`config.mk`:
```
export PLATFORM = sky130hd
export DESIGN_NAME = strict_priority_multi_fifo_flat
export DESIGN_NICKNAME = d
export VERILOG_FILES = /design/src/sv/spmf_pkg.sv /design/src/sv/spmf_req_if.sv /design/src/sv/spmf_rsp_if.sv /design/src/sv/spmf_level_cell.sv /design/src/sv/spmf_pool.sv /design/src/sv/strict_priority_multi_fifo.sv /design/src/flat_wrapper.sv
export SDC_FILE = /design/constraint.sdc
export NUM_CORES = 2
export LEC_CHECK = 0
export ABC_CLOCK_PERIOD_IN_PS = 7600
export BUFFER_PORTS_ARGS = -buffer_cell sky130_fd_sc_hd__buf_2
export CELL_PAD_IN_SITES_DETAIL_PLACEMENT = 1
export CELL_PAD_IN_SITES_GLOBAL_PLACEMENT = 2
export CORE_AREA = 2 2 532 534
export CTS_CLUSTER_DIAMETER = 60
export DETAILED_ROUTE_END_ITERATION = 12
export DIE_AREA = 0 0 534 536
export PLACE_DENSITY_LB_ADDON = 0.3
export RECOVER_POWER = 50
export SLEW_MARGIN = 15
export SYNTH_ARGS = -nofsm -noshare
export SYNTH_HDL_FRONTEND = slang
export SYNTH_SLANG_ARGS = --single-unit
```
`constraint.sdc`:
```
create_clock -name clk -period 7.6 [get_ports clk]
set_input_delay 0.76 -clock clk [delete_from_list [all_inputs] [get_ports clk]]
set_output_delay 0.76 -clock clk [all_outputs]
set_load 0.05 [all_outputs]
```
`src/sv/spmf_pkg.sv`:
```
package spmf_pkg;

  localparam int NUM_LEVELS_DEF    = 8;
  localparam int POOL_DEPTH_DEF    = 64;
  localparam int PAYLOAD_WIDTH_DEF = 32;

  localparam int PRIO_IN_W  = 8;
  localparam int PRIO_OUT_W = 3;
  localparam int STATUS_W   = 2;

  localparam logic REQ_INSERT = 1'b0;
  localparam logic REQ_POP    = 1'b1;

  typedef enum logic [STATUS_W-1:0] {
    ST_INSERTED = 2'd0,
    ST_DROPPED  = 2'd1,
    ST_POPPED   = 2'd2,
    ST_EMPTY    = 2'd3
  } status_t;

  typedef enum logic [1:0] {
    OP_NONE = 2'd0,
    OP_INS  = 2'd1,
    OP_POP  = 2'd2
  } cell_op_t;

endpackage

```
`src/sv/spmf_req_if.sv`:
```
interface spmf_req_if #(
  parameter int PAYLOAD_WIDTH = spmf_pkg::PAYLOAD_WIDTH_DEF
) ();
  import spmf_pkg::*;

  logic                     valid;
  logic                     ready;
  logic                     req_type;
  logic [PRIO_IN_W-1:0]     priority_req;
  logic [PAYLOAD_WIDTH-1:0] payload;

  modport source (output valid, output req_type, output priority_req, output payload,
                  input ready);
  modport sink   (input valid, input req_type, input priority_req, input payload,
                  output ready);
endinterface

```
`src/sv/spmf_rsp_if.sv`:
```
interface spmf_rsp_if #(
  parameter int PAYLOAD_WIDTH = spmf_pkg::PAYLOAD_WIDTH_DEF
) ();
  import spmf_pkg::*;

  logic                     valid;
  logic                     ready;
  logic [STATUS_W-1:0]      status;
  logic [PAYLOAD_WIDTH-1:0] out_payload;
  logic [PRIO_OUT_W-1:0]    out_priority;

  modport source (output valid, output status, output out_payload, output out_priority,
                  input ready);
  modport sink   (input valid, input status, input out_payload, input out_priority,
                  output ready);
endinterface

```
`src/sv/spmf_level_cell.sv`:
```
module spmf_level_cell #(
  parameter int LVL_W   = 3,
  parameter int PTR_W   = 6,
  parameter int LVL_IDX = 0,
  parameter type cmd_t  = logic,
  parameter type find_t = logic
) (
  input  logic             clk,
  input  logic             rst_n,
  input  cmd_t             cmd,
  input  find_t            find_in,
  output find_t            find_out,
  output logic             nonempty,
  output logic [PTR_W-1:0] tail
);
  import spmf_pkg::*;

  logic             ne_r, ne_nxt;
  logic [PTR_W-1:0] head_r, head_nxt;
  logic [PTR_W-1:0] tail_r, tail_nxt;
  logic             hit;

  assign hit      = (cmd.lvl == LVL_W'(LVL_IDX));
  assign nonempty = ne_r;
  assign tail     = tail_r;

  // The first non-empty level seen along the row claims the pop.
  always_comb begin
    find_out = find_in;
    if (!find_in.found && ne_r) begin
      find_out.found = 1'b1;
      find_out.lvl   = LVL_W'(LVL_IDX);
      find_out.head  = head_r;
      find_out.tail  = tail_r;
    end
  end

  always_comb begin
    ne_nxt   = ne_r;
    head_nxt = head_r;
    tail_nxt = tail_r;
    case (cmd.op)
      OP_INS: begin
        if (hit) begin
          if (!ne_r) begin
            head_nxt = cmd.entry;
          end
          tail_nxt = cmd.entry;
          ne_nxt   = 1'b1;
        end
      end
      OP_POP: begin
        if (hit) begin
          if (cmd.last) begin
            ne_nxt = 1'b0;
          end else begin
            head_nxt = cmd.link;
          end
        end
      end
      default: begin
      end
    endcase
  end

  always_ff @(posedge clk) begin
    if (!rst_n) begin
      ne_r <= 1'b0;
    end else begin
      ne_r <= ne_nxt;
    end
  end

  always_ff @(posedge clk) begin
    head_r <= head_nxt;
    tail_r <= tail_nxt;
  end

endmodule

```
`src/sv/spmf_pool.sv`:
```
module spmf_pool #(
  parameter int POOL_DEPTH    = 64,
  parameter int PTR_W         = 6,
  parameter int PAYLOAD_WIDTH = 32
) (
  input  logic                     clk,
  input  logic                     rd_en,
  input  logic [PTR_W-1:0]         rd_addr,
  output logic [PAYLOAD_WIDTH-1:0] rd_payload,
  output logic [PTR_W-1:0]         rd_next,
  input  logic                     pay_we,
  input  logic [PTR_W-1:0]         pay_waddr,
  input  logic [PAYLOAD_WIDTH-1:0] pay_wdata,
  input  logic                     nxt_we,
  input  logic [PTR_W-1:0]         nxt_waddr,
  input  logic [PTR_W-1:0]         nxt_wdata
);

  logic [PAYLOAD_WIDTH-1:0] pay_mem [POOL_DEPTH];
  logic [PTR_W-1:0]         nxt_mem [POOL_DEPTH];

  always_ff @(posedge clk) begin
    if (pay_we) begin
      pay_mem[pay_waddr] <= pay_wdata;
    end
    if (rd_en) begin
      rd_payload <= pay_mem[rd_addr];
    end
  end

  always_ff @(posedge clk) begin
    if (nxt_we) begin
      nxt_mem[nxt_waddr] <= nxt_wdata;
    end
    if (rd_en) begin
      rd_next <= nxt_mem[rd_addr];
    end
  end

endmodule

```
`src/sv/strict_priority_multi_fifo.sv`:
```
// Strict-priority message queue: NUM_LEVELS FIFOs (level 0 best) share a linked pool of
// POOL_DEPTH entries. An insert item is appended at its clamped level, or reported as
// dropped when the pool is full; a pop item returns the head of the best non-empty level,
// or reports empty. Every item yields one result item. Each item goes through S_IDLE, where the
// accept looks up the level row and reads the pool memory, whose read is registered, and
// then S_EXEC, which applies the update and loads the output register; a stalled output
// holds S_EXEC. One item is in work at a time. The pool needs no clearing pass after
// reset: entries never handed out are tracked by a fill count, so the block accepts
// items as soon as reset is released.
module strict_priority_multi_fifo #(
  parameter int NUM_LEVELS    = spmf_pkg::NUM_LEVELS_DEF,
  parameter int POOL_DEPTH    = spmf_pkg::POOL_DEPTH_DEF,
  parameter int PAYLOAD_WIDTH = spmf_pkg::PAYLOAD_WIDTH_DEF
) (
  input logic        clk,
  input logic        rst_n,
  spmf_req_if.sink   in_ch,
  spmf_rsp_if.source out_ch
);
  import spmf_pkg::*;

  localparam int LVL_W = $clog2(NUM_LEVELS);
  localparam int PTR_W = $clog2(POOL_DEPTH);
  localparam int CNT_W = $clog2(POOL_DEPTH + 1);

  typedef struct packed {
    cell_op_t         op;
    logic [LVL_W-1:0] lvl;
    logic [PTR_W-1:0] entry;
    logic [PTR_W-1:0] link;
    logic             last;
  } cell_cmd_t;

  typedef struct packed {
    logic             found;
    logic [LVL_W-1:0] lvl;
    logic [PTR_W-1:0] head;
    logic [PTR_W-1:0] tail;
  } level_find_t;

  typedef enum logic [1:0] {
    S_IDLE = 2'b01,
    S_EXEC = 2'b10
  } state_t;

  state_t                   state_r, state_nxt;
  logic [PTR_W-1:0]         free_head_r, free_head_nxt;
  logic [CNT_W-1:0]         used_r, used_nxt;
  logic [CNT_W-1:0]         fresh_r, fresh_nxt;

  logic                     is_pop_r;
  logic                     found_r;
  logic                     full_r;
  logic                     last_r;
  logic [LVL_W-1:0]         lvl_r;
  logic [PTR_W-1:0]         e_r;
  logic [PAYLOAD_WIDTH-1:0] pay_r;

  logic                     out_valid_r;
  status_t                  out_status_r;
  logic [PAYLOAD_WIDTH-1:0] out_payload_r;
  logic [PRIO_OUT_W-1:0]    out_priority_r;

  level_find_t              find_chain [NUM_LEVELS+1];
  logic [NUM_LEVELS-1:0]    level_ne;
  logic [PTR_W-1:0]         level_tail [NUM_LEVELS];
  cell_cmd_t                cmd;

  logic                     accept;
  logic                     finish;
  logic                     ins_ok;
  logic                     pop_ok;
  logic                     fresh_hit;
  logic [PTR_W-1:0]         fresh_link;
  logic [LVL_W-1:0]         in_lvl;

  logic                     rd_en;
  logic [PTR_W-1:0]         rd_addr;
  logic [PAYLOAD_WIDTH-1:0] rd_payload;
  logic [PTR_W-1:0]         rd_next;
  logic                     pay_we;
  logic                     nxt_we;
  logic [PTR_W-1:0]         nxt_waddr;
  logic [PTR_W-1:0]         nxt_wdata;

  assign in_ch.ready = (state_r == S_IDLE);
  assign accept      = in_ch.valid && in_ch.ready;
  assign finish      = (state_r == S_EXEC) && (!out_valid_r || out_ch.ready);
  assign ins_ok      = !is_pop_r && !full_r;
  assign pop_ok      = is_pop_r && found_r;

  assign in_lvl = (in_ch.priority_req > PRIO_IN_W'(NUM_LEVELS - 1)) ?
                  LVL_W'(NUM_LEVELS - 1) : in_ch.priority_req[LVL_W-1:0];

  // An entry at the fill count has never been handed out, so its link is the next index.
  assign fresh_hit  = (CNT_W'(e_r) == fresh_r);
  assign fresh_link = (e_r == PTR_W'(POOL_DEPTH - 1)) ? '0 : e_r + 1'b1;

  assign find_chain[0] = '0;

  for (genvar g = 0; g < NUM_LEVELS; g++) begin : g_level
    spmf_level_cell #(
      .LVL_W   (LVL_W),
      .PTR_W   (PTR_W),
      .LVL_IDX (g),
      .cmd_t   (cell_cmd_t),
      .find_t  (level_find_t)
    ) u_cell (
      .clk      (clk),
      .rst_n    (rst_n),
      .cmd      (cmd),
      .find_in  (find_chain[g]),
      .find_out (find_chain[g+1]),
      .nonempty (level_ne[g]),
      .tail     (level_tail[g])
    );
  end

  assign rd_en   = accept;
  assign rd_addr = (in_ch.req_type == REQ_POP) ? find_chain[NUM_LEVELS].head : free_head_r;

  assign pay_we    = finish && ins_ok;
  assign nxt_we    = finish && ((ins_ok && level_ne[lvl_r]) || pop_ok);
  assign nxt_waddr = is_pop_r ? e_r : level_tail[lvl_r];
  assign nxt_wdata = is_pop_r ? free_head_r : e_r;

  spmf_pool #(
    .POOL_DEPTH    (POOL_DEPTH),
    .PTR_W         (PTR_W),
    .PAYLOAD_WIDTH (PAYLOAD_WIDTH)
  ) u_pool (
    .clk        (clk),
    .rd_en      (rd_en),
    .rd_addr    (rd_addr),
    .rd_payload (rd_payload),
    .rd_next    (rd_next),
    .pay_we     (pay_we),
    .pay_waddr  (e_r),
    .pay_wdata  (pay_r),
    .nxt_we     (nxt_we),
    .nxt_waddr  (nxt_waddr),
    .nxt_wdata  (nxt_wdata)
  );

  always_comb begin
    cmd.op    = OP_NONE;
    cmd.lvl   = lvl_r;
    cmd.entry = e_r;
    cmd.link  = rd_next;
    cmd.last  = last_r;
    if (finish && ins_ok) begin
      cmd.op = OP_INS;
    end else if (finish && pop_ok) begin
      cmd.op = OP_POP;
    end
  end

  always_comb begin
    state_nxt     = state_r;
    free_head_nxt = free_head_r;
    used_nxt      = used_r;
    fresh_nxt     = fresh_r;
    case (state_r)
      S_IDLE: begin
        if (accept) begin
          state_nxt = S_EXEC;
        end
      end
      S_EXEC: begin
        if (finish) begin
          state_nxt = S_IDLE;
          if (ins_ok) begin
            free_head_nxt = fresh_hit ? fresh_link : rd_next;
            used_nxt      = used_r + 1'b1;
            if (fresh_hit) begin
              fresh_nxt = fresh_r + 1'b1;
            end
          end else if (pop_ok) begin
            free_head_nxt = e_r;
            used_nxt      = used_r - 1'b1;
          end
        end
      end
      default: begin
        state_nxt = S_IDLE;
      end
    endcase
  end

  always_ff @(posedge clk) begin
    if (!rst_n) begin
      state_r     <= S_IDLE;
      free_head_r <= '0;
      used_r      <= '0;
      fresh_r     <= '0;
      out_valid_r <= 1'b0;
    end else begin
      state_r     <= state_nxt;
      free_head_r <= free_head_nxt;
      used_r      <= used_nxt;
      fresh_r     <= fresh_nxt;
      if (finish) begin
        out_valid_r <= 1'b1;
      end else if (out_ch.ready) begin
        out_valid_r <= 1'b0;
      end
    end
  end

  always_ff @(posedge clk) begin
    if (accept) begin
      is_pop_r <= (in_ch.req_type == REQ_POP);
      pay_r    <= in_ch.payload;
      full_r   <= (used_r == CNT_W'(POOL_DEPTH));
      found_r  <= find_chain[NUM_LEVELS].found;
      last_r   <= (find_chain[NUM_LEVELS].head == find_chain[NUM_LEVELS].tail);
      if (in_ch.req_type == REQ_POP) begin
        lvl_r <= find_chain[NUM_LEVELS].found ? find_chain[NUM_LEVELS].lvl : '0;
        e_r   <= find_chain[NUM_LEVELS].head;
      end else begin
        lvl_r <= in_lvl;
        e_r   <= free_head_r;
      end
    end
  end

  always_ff @(posedge clk) begin
    if (finish) begin
      out_priority_r <= PRIO_OUT_W'(lvl_r);
      out_payload_r  <= pop_ok ? rd_payload : '0;
      if (is_pop_r) begin
        out_status_r <= found_r ? ST_POPPED : ST_EMPTY;
      end else begin
        out_status_r <= full_r ? ST_DROPPED : ST_INSERTED;
      end
    end
  end

  assign out_ch.valid        = out_valid_r;
  assign out_ch.status       = out_status_r;
  assign out_ch.out_payload  = out_payload_r;
  assign out_ch.out_priority = out_priority_r;

  a_used_le_fresh: assert property (@(posedge clk) disable iff (!rst_n)
    (used_r <= fresh_r) && (fresh_r <= CNT_W'(POOL_DEPTH)))
    else $error("used count exceeds the handed-out count");

  a_empty_levels_no_used: assert property (@(posedge clk) disable iff (!rst_n)
    (level_ne == '0) |-> (used_r == '0))
    else $error("entries in use while every level is empty");

  a_empty_pop_consistent: assert property (@(posedge clk) disable iff (!rst_n)
    (finish && is_pop_r && !found_r) |-> (level_ne == '0))
    else $error("pop reported empty with a non-empty level");

  a_result_after_exec: assert property (@(posedge clk) disable iff (!rst_n)
    $rose(out_valid_r) |-> $past(state_r == S_EXEC))
    else $error("result item appeared without an executed item");

endmodule
```
`src/flat_wrapper.sv`:
```
// flat-port wrapper written by rule: the top's interface ports become plain ports
module strict_priority_multi_fifo_flat import spmf_pkg::*;
#(
  parameter int NUM_LEVELS    = spmf_pkg::NUM_LEVELS_DEF,
  parameter int POOL_DEPTH    = spmf_pkg::POOL_DEPTH_DEF,
  parameter int PAYLOAD_WIDTH = spmf_pkg::PAYLOAD_WIDTH_DEF
)
  (clk, rst_n, in_ch_valid, in_ch_req_type, in_ch_priority_req, in_ch_payload, in_ch_ready, out_ch_valid, out_ch_status, out_ch_out_payload, out_ch_out_priority, out_ch_ready);
  spmf_req_if #(.PAYLOAD_WIDTH(PAYLOAD_WIDTH)) in_ch_i ();
  spmf_rsp_if #(.PAYLOAD_WIDTH(PAYLOAD_WIDTH)) out_ch_i ();
  input logic clk;
  input logic rst_n;
  input wire logic [$bits(in_ch_i.valid)-1:0] in_ch_valid;
  input wire logic [$bits(in_ch_i.req_type)-1:0] in_ch_req_type;
  input wire logic [$bits(in_ch_i.priority_req)-1:0] in_ch_priority_req;
  input wire logic [$bits(in_ch_i.payload)-1:0] in_ch_payload;
  output wire logic [$bits(in_ch_i.ready)-1:0] in_ch_ready;
  output wire logic [$bits(out_ch_i.valid)-1:0] out_ch_valid;
  output wire logic [$bits(out_ch_i.status)-1:0] out_ch_status;
  output wire logic [$bits(out_ch_i.out_payload)-1:0] out_ch_out_payload;
  output wire logic [$bits(out_ch_i.out_priority)-1:0] out_ch_out_priority;
  input wire logic [$bits(out_ch_i.ready)-1:0] out_ch_ready;
  assign in_ch_i.valid = in_ch_valid;
  assign in_ch_i.req_type = in_ch_req_type;
  assign in_ch_i.priority_req = in_ch_priority_req;
  assign in_ch_i.payload = in_ch_payload;
  assign in_ch_ready = in_ch_i.ready;
  assign out_ch_valid = out_ch_i.valid;
  assign out_ch_status = out_ch_i.status;
  assign out_ch_out_payload = out_ch_i.out_payload;
  assign out_ch_out_priority = out_ch_i.out_priority;
  assign out_ch_i.ready = out_ch_ready;
  strict_priority_multi_fifo #(.NUM_LEVELS(NUM_LEVELS), .POOL_DEPTH(POOL_DEPTH), .PAYLOAD_WIDTH(PAYLOAD_WIDTH)) u_core (.clk(clk), .rst_n(rst_n), .in_ch(in_ch_i), .out_ch(out_ch_i));
endmodule
```
==> impl_metrics.csv <==
group,metric,value,unit
critical_path,startpoint_type,"register",
critical_path,crit_top_cell,"sky130_fd_sc_hd__buf_4",
route,drcViolationCount,0,
logic_synthesis,synth_edf_count,2648,
power,pwr_density_cell,255,mW/mm2
floorplan,placeableCoreArea,0.281,mm2
clock_network,post_cts.resized_instances,0,
worst_hold_path,hold_crit_class,"primary input to register",
cells_and_area,area.growth.synth_to_final,13.2,%
route,drtPass1Iterations,5,
clock_network,post-cts-setup-buffers,0,
placed_design,post-dp-hpwl,243000,um
critical_path,required,8.28,ns
cells_and_area,layout.nets,7842,
logic_synthesis,async_flop_share,0,
power,irDropWorstVdd,0.195,mV
cells_and_area,fillerInstances,27600,
route,vias_per_cell,6.36,
grt,grt_max_degree,186,
flow_run,max_cap_violations,47,
logic_synthesis,postSynthRegisterBits,2679,
power,report.power.total,32300,uW
route,ant_nets,0,
timing,grt_setup_unrepaired,"no",
logic_synthesis,synthCells,7692,
cells_and_area,layout.cells.most_common_list,"2648 x sky130_fd_sc_hd__edfxtp_1, 1051 x sky130_fd_sc_hd__nand2_1, 616 x sky130_fd_sc_hd__mux2i_1, 396 x sky130_fd_sc_hd__nand3_1, 319 x sky130_fd_sc_hd__nor2_1",
floorplan,initial_core_util,0.398,
critical_path,worstRegToRegCells,12,
cells_and_area,layout-drive-gt1-share,0.111,
timing,maximum_clock_frequency,157,MHz
cells_and_area,final_core_utilization,0.451,
clock_network,clock-root-buffer,"sky130_fd_sc_hd__clkbuf_16",
outcome,outcome,"complete, but fails checks",
clock_network,cts_buffers,301,
clock_network,clock_sink_count,2679,
grt,global_route_wire_length_before_repair,593000,um
logic_synthesis,yosys_warnings,0,
floorplan,dieArea,0.286,mm2
timing,max_slew_violation_count,2751,
timing,hold_viol_final,0,
grt,globalRouteOverflowTotal,0,
grt,groute.usage.overall,0.291,
timing,tightestPinTransition,4.92,ns
worst_hold_path,count_of_cells_along_the_worst_hold_path,1,
placed_design,placed_area,0.117,mm2
cells_and_area,mostFrequentLayoutCell,"sky130_fd_sc_hd__edfxtp_1",
logic_synthesis,postSynthAreaPerCell,14.5,um2
critical_path,crit_type,"register to register",
critical_path,worst_setup_path_end_kind,"register",
floorplan,rows,195,
route,avg_wl_per_cell,36.3,um
outcome,violated_checks,"capacitance limit, slew limit",
floorplan,die_h,536,um
timing,timing.final.setup_violations,0,
power,p_leak,0.0425,uW
critical_path,critical-path-max-stage-delay,1.11,ns
clock_network,cts_htree_levels,5,
clock_network,cts.clk_slew.worst_paths,0.06,ns
logic_synthesis,seq_area_frac_synth,0.716,
placed_design,port_buffers,83,
logic_synthesis,postSynthNetCount,7745,
timing,post-route-period-util,0.836,
grt,first_global_vias,74900,
timing,worst_setup_skew_after_layout,0.0650,ns
clock_network,clock_tree_from_tritoncts,"built",
grt,initial_antenna_violation_count,30,
critical_path,crit_path_max_fanout,26,
logic_synthesis,synth.cell_area,0.112,mm2
timing,setup_tns_final,0,ns
critical_path,critical-path-slowest-cell,"sky130_fd_sc_hd__nor4_4",
clock_network,ctsHoldBuffers,19,
logic_synthesis,synth_ff_type,"sky130_fd_sc_hd__edfxtp_1",
floorplan,boundaryPins,84,
clock_network,clkLatencyLatePin,0.94,ns
clock_network,clock_tree.buffer_depth,4,
critical_path,timing.critical_path.arrival,7.04,ns
critical_path,worstPathCellList,"nor4_4 > o21ai_2 > and3_2 > buf_4 > nor2_4 > buf_12 > buf_4 > a221oi_1 > o221ai_1 > a21oi_1 > o32ai_1 > o311a_1",
floorplan,die_width,534,um
route,wirelength,428000,um
placed_design,gp_weighted_congestion,0.871,
route,dr.first_iter.drc_count,9465,
timing,relative_slew_slack,-2.28,
logic_synthesis,post_synth_cell_types,93,
timing,min_period,6.36,ns
cells_and_area,final_area,0.127,mm2
route,vias,75000,
[final cells by class]
type / count / area, um2 / share of cell area
Clock buffer: 367 / 7880 / 0.0622
Tap cell: 3743 / 4680 / 0.0370
Multi-Input combinational cell: 4428 / 29700 / 0.234
Timing Repair Buffer: 359 / 2700 / 0.0213
Inverter: 20 / 113 / 0.000889
Clock inverter: 169 / 1380 / 0.0109
Antenna cell: 31 / 77.6 / 0.000613
Sequential cell: 2679 / 80100 / 0.633
[registers in the layout (all words and copies together), names as in the netlist, 2 cells and up]
register and flops:
u_core.g_level.u_cell.tail 48, u_core.out_ch.out_priority 3, u_core.u_pool.rd_next 6, u_core.u_pool.rd_payload 32, u_core.out_ch.out_payload 32, u_core.u_pool.pay_mem 2048, u_core.pay_r 32, u_core.state_r 2
u_core.g_level.u_cell.nonempty 8, u_core.fresh_r 7, u_core.u_pool.nxt_mem 384, u_core.g_level.u_cell.head_r 48, u_core.e_r 6, u_core.free_head_r 6, u_core.lvl_r 3, u_core.out_ch.status 2
u_core.used_r 7
[per-layer routing]
layer  GRT usage  routed length [um]  share of wire  up-vias
met5           0                  65        0.00015        -
li1            -                   -              -    30500
met3      0.0450               37100          0.087      876
met1       0.392              170000           0.40    39600
met2       0.469              199000           0.47     3993
met4       0.130               21100          0.049        8
[worst paths after layout]
path	from	end	slack [ns]
max reg2reg	u_core.g_level[1].u_cell.nonempty	u_core.u_pool.rd_payload[25]	1.24
max	u_core.g_level[1].u_cell.nonempty	u_core.u_pool.rd_payload[25]	1.24
min reg2reg	u_core.used_r[3]	u_core.used_r[3]	0.48
min	in_ch_payload[8]	u_core.pay_r[8]	0.04
[through the flow]
step	hold slack (ns)	instances	setup slack [ns]
after global placement	0.463	11200	1.37
after CTS	0.000485	11800	1.29
final	0.0424	11800	1.24
after global routing	0.0378	11800	1.15
after floorplan	0.424	7692	3.17
after detailed placement	0.475	11200	1.27
[critical path: cells and delay by family (launching register included)]
family,cells,cell delay [ns]
flops,1,0.66
simple gates,3,2.10
buf+inv,3,1.14
compound gates,6,2.14
[report_power, final]
part | internal (uW) | switching (uW)
combinational | 445 | 1310
clock | 7970 | 6170
sequential | 16400 | 57.7
[cells in the mapped netlist (all sizes together) (9+ instances only)]
cell     instances  area share
nand4           17     0.00095
nor2b          121      0.0068
a31oi           62      0.0036
a21o            14     0.00094
mux4            46      0.0093
mux2i          616       0.055
o2111ai         19      0.0015
nor2           394       0.013
o221ai          82      0.0064
nand3          397       0.018
a21oi          299       0.013
nand3b          16      0.0011
a22oi           38      0.0026
o21a            10     0.00067
edfxtp        2648        0.71
o21ai           91      0.0041
and3            80      0.0045
a2111oi         27      0.0026
dfxtp           31      0.0055
nor3            27      0.0014
o22a             9     0.00070
a32oi          105      0.0082
buf            339       0.016
o211a           30      0.0027
mux2            71      0.0072
nand2         1056       0.035
a41oi           24      0.0019
xnor2           19      0.0015
o211ai          19      0.0013
a221o           50      0.0045
a211oi         176       0.012
nor4            25      0.0015
a22o            13      0.0010
clkbuf         226      0.0076
a221oi         206       0.016
xor2            11     0.00086
o32ai           24      0.0019
a311oi          44      0.0034
inv             17     0.00059
o22ai           79      0.0044
[logic make-up (layout without fill, tap and decap cells)]
group / Yosys count / after routing / synth area share
AOI/OAI and AO/OA: 1477 / 1477 / 0.0985
and+or+nand+nor: 2180 / 2180 / 0.0858
xor gates and xnor gates: 30 / 30 / 0.00235
muxes: 733 / 733 / 0.0716
other: 0 / 31 / 0
buffers and inverters: 585 / 915 / 0.0243
adders and majority gates: 8 / 8 / 0.000962
DFF: 2679 / 2679 / 0.716
No activity file was read; power rests on OpenSTA's default activity.
